File: src/hdl/lkv_pkg.sv
`default_nettype none

package lkv_pkg;

  // number of cache entries, one cell each
  localparam int ENTRIES = 16;
  // width of a recency rank
  localparam int RANK_W = (ENTRIES > 1) ? $clog2(ENTRIES) : 1;
  // width of the entries-in-use count, holds ENTRIES itself
  localparam int CNT_W = $clog2(ENTRIES + 1);
  // width of the capacity register
  localparam int CAP_W = 5;
  // common width for comparing count against capacity
  localparam int CMP_W = (CNT_W > CAP_W) ? CNT_W : CAP_W;
  localparam int DATA_W = 32;

  // request codes
  localparam logic REQ_LOOKUP = 1'b0;
  localparam logic REQ_STORE  = 1'b1;

  // capacity after reset
  localparam logic [CAP_W-1:0] CAP_RESET = CAP_W'(16);

  typedef struct packed {
    logic              req_type;
    logic signed [DATA_W-1:0] key;
    logic signed [DATA_W-1:0] value;
  } lkv_req_t;

  typedef struct packed {
    logic              hit;
    logic signed [DATA_W-1:0] read_value;
  } lkv_result_t;

  // broadcast control from the sequencer to every cell
  typedef struct packed {
    logic              cmp;
    logic              upd;
    logic              store;
    logic              hit;
    logic [RANK_W-1:0] hit_rank;
    logic              evict;
    logic [RANK_W-1:0] victim_rank;
    logic [DATA_W-1:0] key;
    logic [DATA_W-1:0] value;
  } lkv_ctrl_t;

  // data handed from one cell to the next
  typedef struct packed {
    logic              hit;
    logic [RANK_W-1:0] rank;
    logic [DATA_W-1:0] value;
    logic              taken;
  } lkv_link_t;

endpackage

`default_nettype wire

File: src/hdl/lkv_cell.sv
`default_nettype none

module lkv_cell (
  input  wire logic              clk,
  input  wire logic              rst,
  input  wire lkv_pkg::lkv_ctrl_t ctrl,
  input  wire lkv_pkg::lkv_link_t link_in,
  output lkv_pkg::lkv_link_t      link_out
);

  logic [lkv_pkg::DATA_W-1:0] key;
  logic [lkv_pkg::DATA_W-1:0] value;
  logic                       valid;
  logic [lkv_pkg::RANK_W-1:0] rank;
  logic                       match_q;

  logic match;
  logic victim;
  logic free;
  logic ins;

  // key compare, victim and free-slot detection
  always_comb begin
    match  = valid && (key == ctrl.key);
    victim = ctrl.evict && valid && (rank == ctrl.victim_rank);
    free   = !valid || victim;
    ins    = ctrl.upd && ctrl.store && !ctrl.hit && free && !link_in.taken;
  end

  // pass hit data and free-slot claim down the row
  always_comb begin
    link_out.hit   = link_in.hit | match;
    link_out.rank  = match ? rank : link_in.rank;
    link_out.value = match ? value : link_in.value;
    link_out.taken = link_in.taken | free;
  end

  // valid bit, recency rank and hit flag
  always_ff @(posedge clk) begin
    if (rst) begin
      valid   <= 1'b0;
      rank    <= '0;
      match_q <= 1'b0;
    end else begin
      if (ctrl.cmp) begin
        match_q <= match;
      end
      if (ctrl.upd) begin
        if (ctrl.hit) begin
          if (match_q) begin
            rank <= '0;
          end else if (valid && (rank < ctrl.hit_rank)) begin
            rank <= rank + lkv_pkg::RANK_W'(1);
          end
        end else if (ctrl.store) begin
          if (ins) begin
            valid <= 1'b1;
            rank  <= '0;
          end else if (victim) begin
            valid <= 1'b0;
            rank  <= '0;
          end else if (valid) begin
            rank <= rank + lkv_pkg::RANK_W'(1);
          end
        end
      end
    end
  end

  // key and value payload
  always_ff @(posedge clk) begin
    if (ctrl.upd && ctrl.store) begin
      if (ctrl.hit && match_q) begin
        value <= ctrl.value;
      end else if (ins) begin
        key   <= ctrl.key;
        value <= ctrl.value;
      end
    end
  end

endmodule

`default_nettype wire

File: src/hdl/lru_key_value_cache.sv
// result: a lookup result shows on result with done after the compare state
//   and the recency update state that every request makes through the row of entry cells
// accept: a new request is taken during update of the one before, but not during compare
// busy is high only in the compare cycle; done is a one-cycle strobe, receiver cannot stall
// reset: synchronous, clears all valid bits, ranks and the count; capacity returns to 16
`default_nettype none

module lru_key_value_cache (
  input  wire logic                        clk,
  input  wire logic                        rst,
  input  wire logic                        start,
  output logic                             busy,
  input  wire lkv_pkg::lkv_req_t           req,
  output logic                             done,
  output lkv_pkg::lkv_result_t             result,
  input  wire logic                        cfg_we,
  input  wire logic [lkv_pkg::CAP_W-1:0]   cfg_wdata
);

  typedef enum logic [1:0] {
    IDLE,
    CMP,
    UPD
  } state_t;

  state_t                        state;
  lkv_pkg::lkv_req_t             req_q;
  logic                          hit_q;
  logic [lkv_pkg::RANK_W-1:0]    rank_q;
  logic [lkv_pkg::DATA_W-1:0]    value_q;
  logic [lkv_pkg::CNT_W-1:0]     used_count;
  logic [lkv_pkg::CAP_W-1:0]     capacity;

  lkv_pkg::lkv_ctrl_t            ctrl;
  lkv_pkg::lkv_link_t            links [0:lkv_pkg::ENTRIES];

  logic                          store;
  logic                          evict;
  logic [lkv_pkg::CMP_W-1:0]     eff_cap;
  logic [lkv_pkg::RANK_W-1:0]    used_m1;

  assign busy = (state == CMP);

  // effective capacity and eviction decision
  always_comb begin
    if (capacity == '0) begin
      eff_cap = lkv_pkg::CMP_W'(1);
    end else if (lkv_pkg::CMP_W'(capacity) > lkv_pkg::CMP_W'(lkv_pkg::ENTRIES)) begin
      eff_cap = lkv_pkg::CMP_W'(lkv_pkg::ENTRIES);
    end else begin
      eff_cap = lkv_pkg::CMP_W'(capacity);
    end
    store   = (req_q.req_type == lkv_pkg::REQ_STORE);
    evict   = store && !hit_q && (lkv_pkg::CMP_W'(used_count) >= eff_cap);
    used_m1 = lkv_pkg::RANK_W'(used_count - lkv_pkg::CNT_W'(1));
  end

  // broadcast control to the cells
  always_comb begin
    ctrl.cmp         = (state == CMP);
    ctrl.upd         = (state == UPD);
    ctrl.store       = store;
    ctrl.hit         = hit_q;
    ctrl.hit_rank    = rank_q;
    ctrl.evict       = evict;
    ctrl.victim_rank = used_m1;
    ctrl.key         = req_q.key;
    ctrl.value       = req_q.value;
  end

  // head of the row: no hit yet, no slot claimed
  assign links[0] = '0;

  // row of entry cells
  for (genvar i = 0; i < lkv_pkg::ENTRIES; i++) begin : g_cell
    lkv_cell u_cell (
      .clk      (clk),
      .rst      (rst),
      .ctrl     (ctrl),
      .link_in  (links[i]),
      .link_out (links[i+1])
    );
  end

  // sequencer, count, capacity register and result beat
  always_ff @(posedge clk) begin
    if (rst) begin
      state      <= IDLE;
      done       <= 1'b0;
      used_count <= '0;
      capacity   <= lkv_pkg::CAP_RESET;
    end else begin
      done <= 1'b0;
      if (cfg_we) begin
        capacity <= cfg_wdata;
      end
      case (state)
        IDLE, UPD: begin
          if (state == UPD) begin
            if (store) begin
              if (!hit_q && !evict) begin
                used_count <= used_count + lkv_pkg::CNT_W'(1);
              end
            end else begin
              done              <= 1'b1;
              result.hit        <= hit_q;
              result.read_value <= value_q;
            end
          end
          if (start) begin
            req_q <= req;
            state <= CMP;
          end else begin
            state <= IDLE;
          end
        end
        CMP: begin
          hit_q   <= links[lkv_pkg::ENTRIES].hit;
          rank_q  <= links[lkv_pkg::ENTRIES].rank;
          value_q <= links[lkv_pkg::ENTRIES].value;
          state   <= UPD;
        end
        default: begin
          state <= IDLE;
        end
      endcase
    end
  end

endmodule

`default_nettype wire

File: config.mk
export PLATFORM = sky130hd
export DESIGN_NAME = lru_key_value_cache
export DESIGN_NICKNAME = d
export VERILOG_FILES = /design/src/hdl/lkv_pkg.sv /design/src/hdl/lkv_cell.sv /design/src/hdl/lru_key_value_cache.sv
export SDC_FILE = /design/constraint.sdc
export NUM_CORES = 2
export LEC_CHECK = 0
export BUFFER_PORTS_ARGS = -buffer_cell sky130_fd_sc_hd__clkbuf_2
export CORE_MARGIN = 1
export CORE_UTILIZATION = 33
export DETAILED_ROUTE_END_ITERATION = 12
export PLACE_DENSITY = 0.56
export SYNTH_ARGS = -nofsm -noshare
export SYNTH_HDL_FRONTEND = slang
export SYNTH_SLANG_ARGS = --single-unit
File: constraint.sdc
create_clock -name clk -period 7.93 [get_ports clk]
set_input_delay 1.1895 -clock clk [delete_from_list [all_inputs] [get_ports clk]]
set_output_delay 1.1895 -clock clk [all_outputs]
set_load 0.02 [all_outputs]
; ---- Yosys cells after proc, flatten, opt, wreduce, memory -nomap -nowiden
; Cells that the tools add are included.
[op_classes]
n_addsub = 18
magnitude_cmp = 18
n_eq_ne = 50
muxes = 213
n_bitwise = 50
reduce_logical = 286
[op_table]
columns = operator, n
row1 = 2-to-1 mux 32 bit, 48
row2 = == test 32 bit, 16
row3 = 2-to-1 mux 4 bit, 128
row4 = AND reduction 4 bit, 34
row5 = logical AND 1 bit, 116
row6 = nonzero test 2 bit, 33
row7 = "adder 4 x 1 -> 4 bit, second input constant", 16
row8 = == test 4 bit, 16
row9 = less-than comparator 4 bit, 16
row10 = nonzero test 4 bit, 16
row11 = AND reduction 3 bit, 17
row12 = "!= test 3 x 1 -> 1 bit, second input constant", 16
row13 = 2-to-1 mux 1 bit, 34
row14 = AND reduction 2 bit, 17
row15 = zero test 1 bit, 33
row16 = bitwise OR 1 bit, 29
row17 = NOT 1 bit, 21
row18 = logical OR 1 bit, 16
row19 = 2-to-1 mux 5 bit, 2
row20 = "adder 5 x 1 -> 5 bit, second input constant", 1
row21 = greater-or-equal comparator 5 bit, 1
row22 = "> comparator 5 bit, second input constant", 1
row23 = zero test 5 bit, 1
row24 = case mux 2 bit (2 select lines), 1
row25 = 6 further kinds, 6
[totals]
register_bits = 1268
input_bits = 74
elab_cells = 727

; ---- Logic depth before layout (Yosys ltp)
[depth]
ltp_word = 27
ltp_mapped = 15

; ---- Hierarchy
; From an unflattened synthesis, not the netlist that was laid out.
[unflattened]
cells_unflattened = 3673
hier_area_um2 = 57635.3
[by_module_without_submodules]
columns = mod, instances, cells_per_inst, area_each_um2, seq_area_each_um2
row1 = lkv_cell, 16, 216, 3301.9, 2042.0
row2 = lru_key_value_cache, 1, 217, 4804.6, 4314.1

; ---- Worst setup path before layout
; No wires, ideal clock.
[synth_timing]
path_type = register to register
startpoint = reg used_count[0] (netlist bit)
endpoint = reg g_cell[12].u_cell.value[0] (netlist bit) (enable)
setup_ns = 0.421
arrival_time_ns = 6.651
setup_slack_ns = 0.858
stages_incl_launch_ff = 15
n_path_buf = 3
path_cell_list = dfxtp_1 -> buf_4 -> buf_4 -> inv_1 -> ha_1 -> buf_2 -> xor2_1 -> and3_1 -> a32o_1 -> nor4_4 -> nand2b_1 -> nand4_2 -> a211oi_1 -> a21oi_1 -> nor2_1
[synth_lines]
columns = element, line
row1 = "start, declared", lru_key_value_cache.sv:31  ; logic [lkv_pkg::CNT_W-1:0] used_count;
row2 = "start signal, assigned", lru_key_value_cache.sv:102  ; used_count <= used_count + lkv_pkg::CNT_W'(1);
row3 = "end signal, assigned", lkv_cell.sv:74  ; value <= ctrl.value;
row4 = "end signal, assigned", lkv_cell.sv:77  ; value <= ctrl.value;
row5 = "end, declared", lkv_cell.sv:12  ; logic [lkv_pkg::DATA_W-1:0] value;

==> metrics.md <==
| Metric | Value |
|---|---|
| Async SR Flop Fraction | 0% |
| First-pass GRT wire length | about 230 mm |
| Simple-Gate Fraction of Synth Area | under 10% |
| HP Start | value_q[29] |
| Final Hold Viols | 0 |
| Critical path buffers and inverters | 3 |
| Sequential cell area | roughly 37000 µm² |
| Worst hold stages | 0 |
| Post-synth EDFFs | 1159 |
| Comb power frac | 2.3% |
| Power Internal | around 11 mW |
| Max_slew headroom | 25.64% |
| Largest family of logic cells by synthesized area | XOR/XNOR gates |
| Slowest cell on crit path | nor4_1 |
| WL/cell | ~24 µm |
| Die height | approximately 410 µm |
| CTS tree | built |
| Final HPWL from detailed placement | 89.03 mm |
| DR vias | around 33000 |
| Slew @ Worst Pin | around 1.1 ns |
| Post-Synth Adder-Cell Area | 1.607% |
| Worst-path cell chain | buf_4 > xnor2_1 > nand4_1 > nor4_1 > nand4_1 > or4_2 > buf_4 > nand2_2 > buf_4 > nor2_1 > o31a_1 > o32ai_1 |
| Sw power | just under 3 mW |
| First-pass iteration count of the detailed router | 7 |
| P_leak | about 21 nW |
| Vias per cell | 5.220 |
| Die width | roughly 410 µm |
| NumNets Final | between 4000 and 5000 |
| Core area | roughly 170000 µm² |
| CP max FO | 34 |
| Area growth syn-to-layout | 13.54% |
| CTS clock-pin slew for the worst setup and hold paths | about 0.060 ns |
| Synth Area in Compound Gates | slightly above 9% |
| R2R depth | 12 |
| Syn_nets | slightly above 4000 |
| Post-synth top area cell | edfxtp_1 |
| Flop pwr share | 53.3% |
| CTS Buffer Depth | 3 |
| Worst Setup End Kind | flip-flop |
| Fin util | a little under two fifths |
| Worst hold endpoint | result[29] |
| DRC violations left | 0 |
| Largest net degree at the start of global routing | 74 |
| Clock power share | 44.4% |
| Ranking of synthesized cells by area | edfxtp_1 (63%), xnor2_1 (4.8%), xor2_1 (4.1%) |
| Clk sink count | 1268 |
| CTS Hold Bufs | 0 |
| Dpl cell area | a little under 60000 µm² |
| Placer congestion estimate | about 0.87 |
| Netlist Area Pre-Place | around 55000 µm² |
| Post-route setup TNS | 0 ns |
| Final WL | 154.7 mm |
| Tcrit/Tclk final | 63.30% |
| Worst-Skew Late Latency | around 0.76 ns |
| Final Critical Period | around 5.0 ns |
| FF+latch count, synth | between 1000 and 1500 |
| Final Setup Violations | 0 |
| CP max stage delay | about 0.77 ns |
| Max-cap violations | 0 |
| Register area share after synthesis | 66.90% |
| Status | complete, no violations |
| Reg2reg setup slack | between 2 and 3 ns |
| GRT overflow | 0 |
| Initial Util | ~33% |
| Switching share of power | a little over a fifth |
| Critical path launch point type | flip-flop |
| Ys Warns | 0 |
| Multiplexer share of the synthesized area | less than 1% |
| Post-synth top area share | a little over three fifths |
| Pwr Density | approximately 220 nW/µm² |
| # IOs | around 110 |
| Vias in the first global route | 32680 |
| Synth Area in XOR/XNOR | roughly a tenth |
| GRT Total Usage | 18.18% |
| Mean area per synthesized cell | 14.01 µm² |
| Synth cell types | 93 |
| Commonest cells in the synthesized netlist | edfxtp_1 (1159), xnor2_1 (303), xor2_1 (260) |
| Worst Skew | between 0.02 and 0.03 ns |
| Die footprint | around 170000 µm² |
| Top-count cell post-synth | edfxtp_1 |
| WP data arrival | approximately 5.6 ns |
| Hold Crit Class | reg -> reg |
| # fillers | approximately 16000 |
| Hold Slack | around 0.42 ns |
| Root Buffer | clkbuf_16 |
| Post-Layout Inst Area | 62770 µm² |
| Syn Inst Count | a little under 4000 |
| Unrepaired setup endpoints after global routing | false |
| Setup Fix Bufs, Post-CTS | 0 |
| Pins Over Slew Limit | 0 |
| Layout cells sized above 1 | about an eighth |
| FF-to-FF End | rank_q[1] |
| CTS Buf Count | approximately 140 |
| H-tree depth | 4 |
| CTS resizes | 0 |
| Detail Route Antenna Nets | 0 |
| Antenna violations before repair | 4 |
| Fmax | ~0.20 GHz |
| Peak supply drop | 0.2076 mV |
| Crit path top cell by count | buf_4 |
| RR Startpoint | ctrl[39] |
| Area occupied by multi-input gates | around 17000 µm² |
| Critical Path RT | 8.50 ns |
| Synth Flop Type | edfxtp_1 |
| CP delay by family, top | simple AND/OR/NAND/NOR gates |
| Initial DRC count | 3261 |
| Critical path class | reg -> reg |
| PortBufs | 108 |
| Std cell rows | between 100 and 150 |
-- layout by cell type (no fill, tap or decap), drive strengths merged, types with 72 or more instances in the layout --
cell / n
nor2: 256
nand2: 119
edfxtp: 1159
xor2: 260
nor4: 72
xnor2: 305
nand4: 83
clkbuf: 286
a21oi: 131
inv: 137
o21ai: 131
dfxtp: 109
buf: 118
-- logic make-up after synthesis --
group           after synthesis
mux                          19
simple gates                939
xor+xnor                    580
compound gates              714
fa+ha+maj                    71
flops                      1268
buf+inv                     356
-- state kept, by name, indices dropped and copies added (netlist names) --
| signal | flops |
|---|---|
| state | 2 |
| value_q | 32 |
| g_cell.u_cell.rank | 64 |
| store | 1 |
| ctrl | 64 |
| capacity | 5 |
| rank_q | 4 |
| g_cell.u_cell.valid | 16 |
| result | 33 |
| g_cell.u_cell.key | 512 |
| used_count | 5 |
| g_cell.u_cell.match_q | 16 |
| g_cell.u_cell.value | 512 |
| done | 1 |
| hit_q | 1 |
-- stage by stage --
stage               setup WS [ns]  std cells  power (mW)
global placement            2.980       6135       7.811
detailed placement          2.936       6135       7.815
finish                      2.910       6377       13.78
CTS                         2.903       6376       13.93
floorplan                  0.8584       3947       7.662
global route                2.629       6376       14.19
-- worst reg2reg max path, stage by stage, from the launching register on --
cell and delay (ns):
edfxtp_1 0.58, buf_4 0.50, xnor2_1 0.19, nand4_1 0.12, nor4_1 0.77, nand4_1 0.15
or4_2 0.70, buf_4 0.27, nand2_2 0.57, buf_4 0.46, nor2_1 0.13, o31a_1 0.14
o32ai_1 0.28
-- final cells by class --
type	count	area share [%]
Clock inverter	62	0.7635
Clock buffer	179	5.964
Multi-Input combinational cell	2323	26.92
Antenna cell	1	0.003987
Timing Repair Buffer	225	2.284
Tap cell	2189	4.364
Sequential cell	1268	58.92
Inverter	130	0.7774
-- worst max-delay path by stage --
| stage | to | cells after the start | slack (ns) | start |
|---|---|---|---|---|
| final | rank_q[1] | 12 | 2.91 | ctrl[39] |
| after global routing | g_cell[12].u_cell.value[4] | 13 | 2.63 | used_count[1] |
| after CTS | g_cell[12].u_cell.value[4] | 13 | 2.90 | used_count[1] |
| after detailed placement | g_cell[12].u_cell.value[6] | 13 | 2.94 | used_count[1] |
| after global placement | g_cell[12].u_cell.value[10] | 13 | 2.98 | used_count[1] |
| after floorplan | g_cell[12].u_cell.value[0] | 14 | 0.86 | used_count[0] |
-- routing by layer --
layer,GRT usage [%],routed length (µm),share of wire [%]
met5,0,16,0.010
met4,5.852,4291,2.8
met3,2.757,9242,6.0
met2,28.80,70720,46
met1,25.50,70470,46
-- power groups by stage --
stage / logic [mW] / registers [mW] / clock network (mW)
6_report: 0.322 / 7.35 / 6.11
5_1_grt: 0.347 / 7.35 / 6.49
4_1_cts: 0.327 / 7.35 / 6.26
3_5_place_dp: 0.325 / 7.49 / 0
3_3_place_gp: 0.324 / 7.49 / 0
2_1_floorplan: 0.190 / 7.47 / 0
Power figures use the tool's default switching activity.
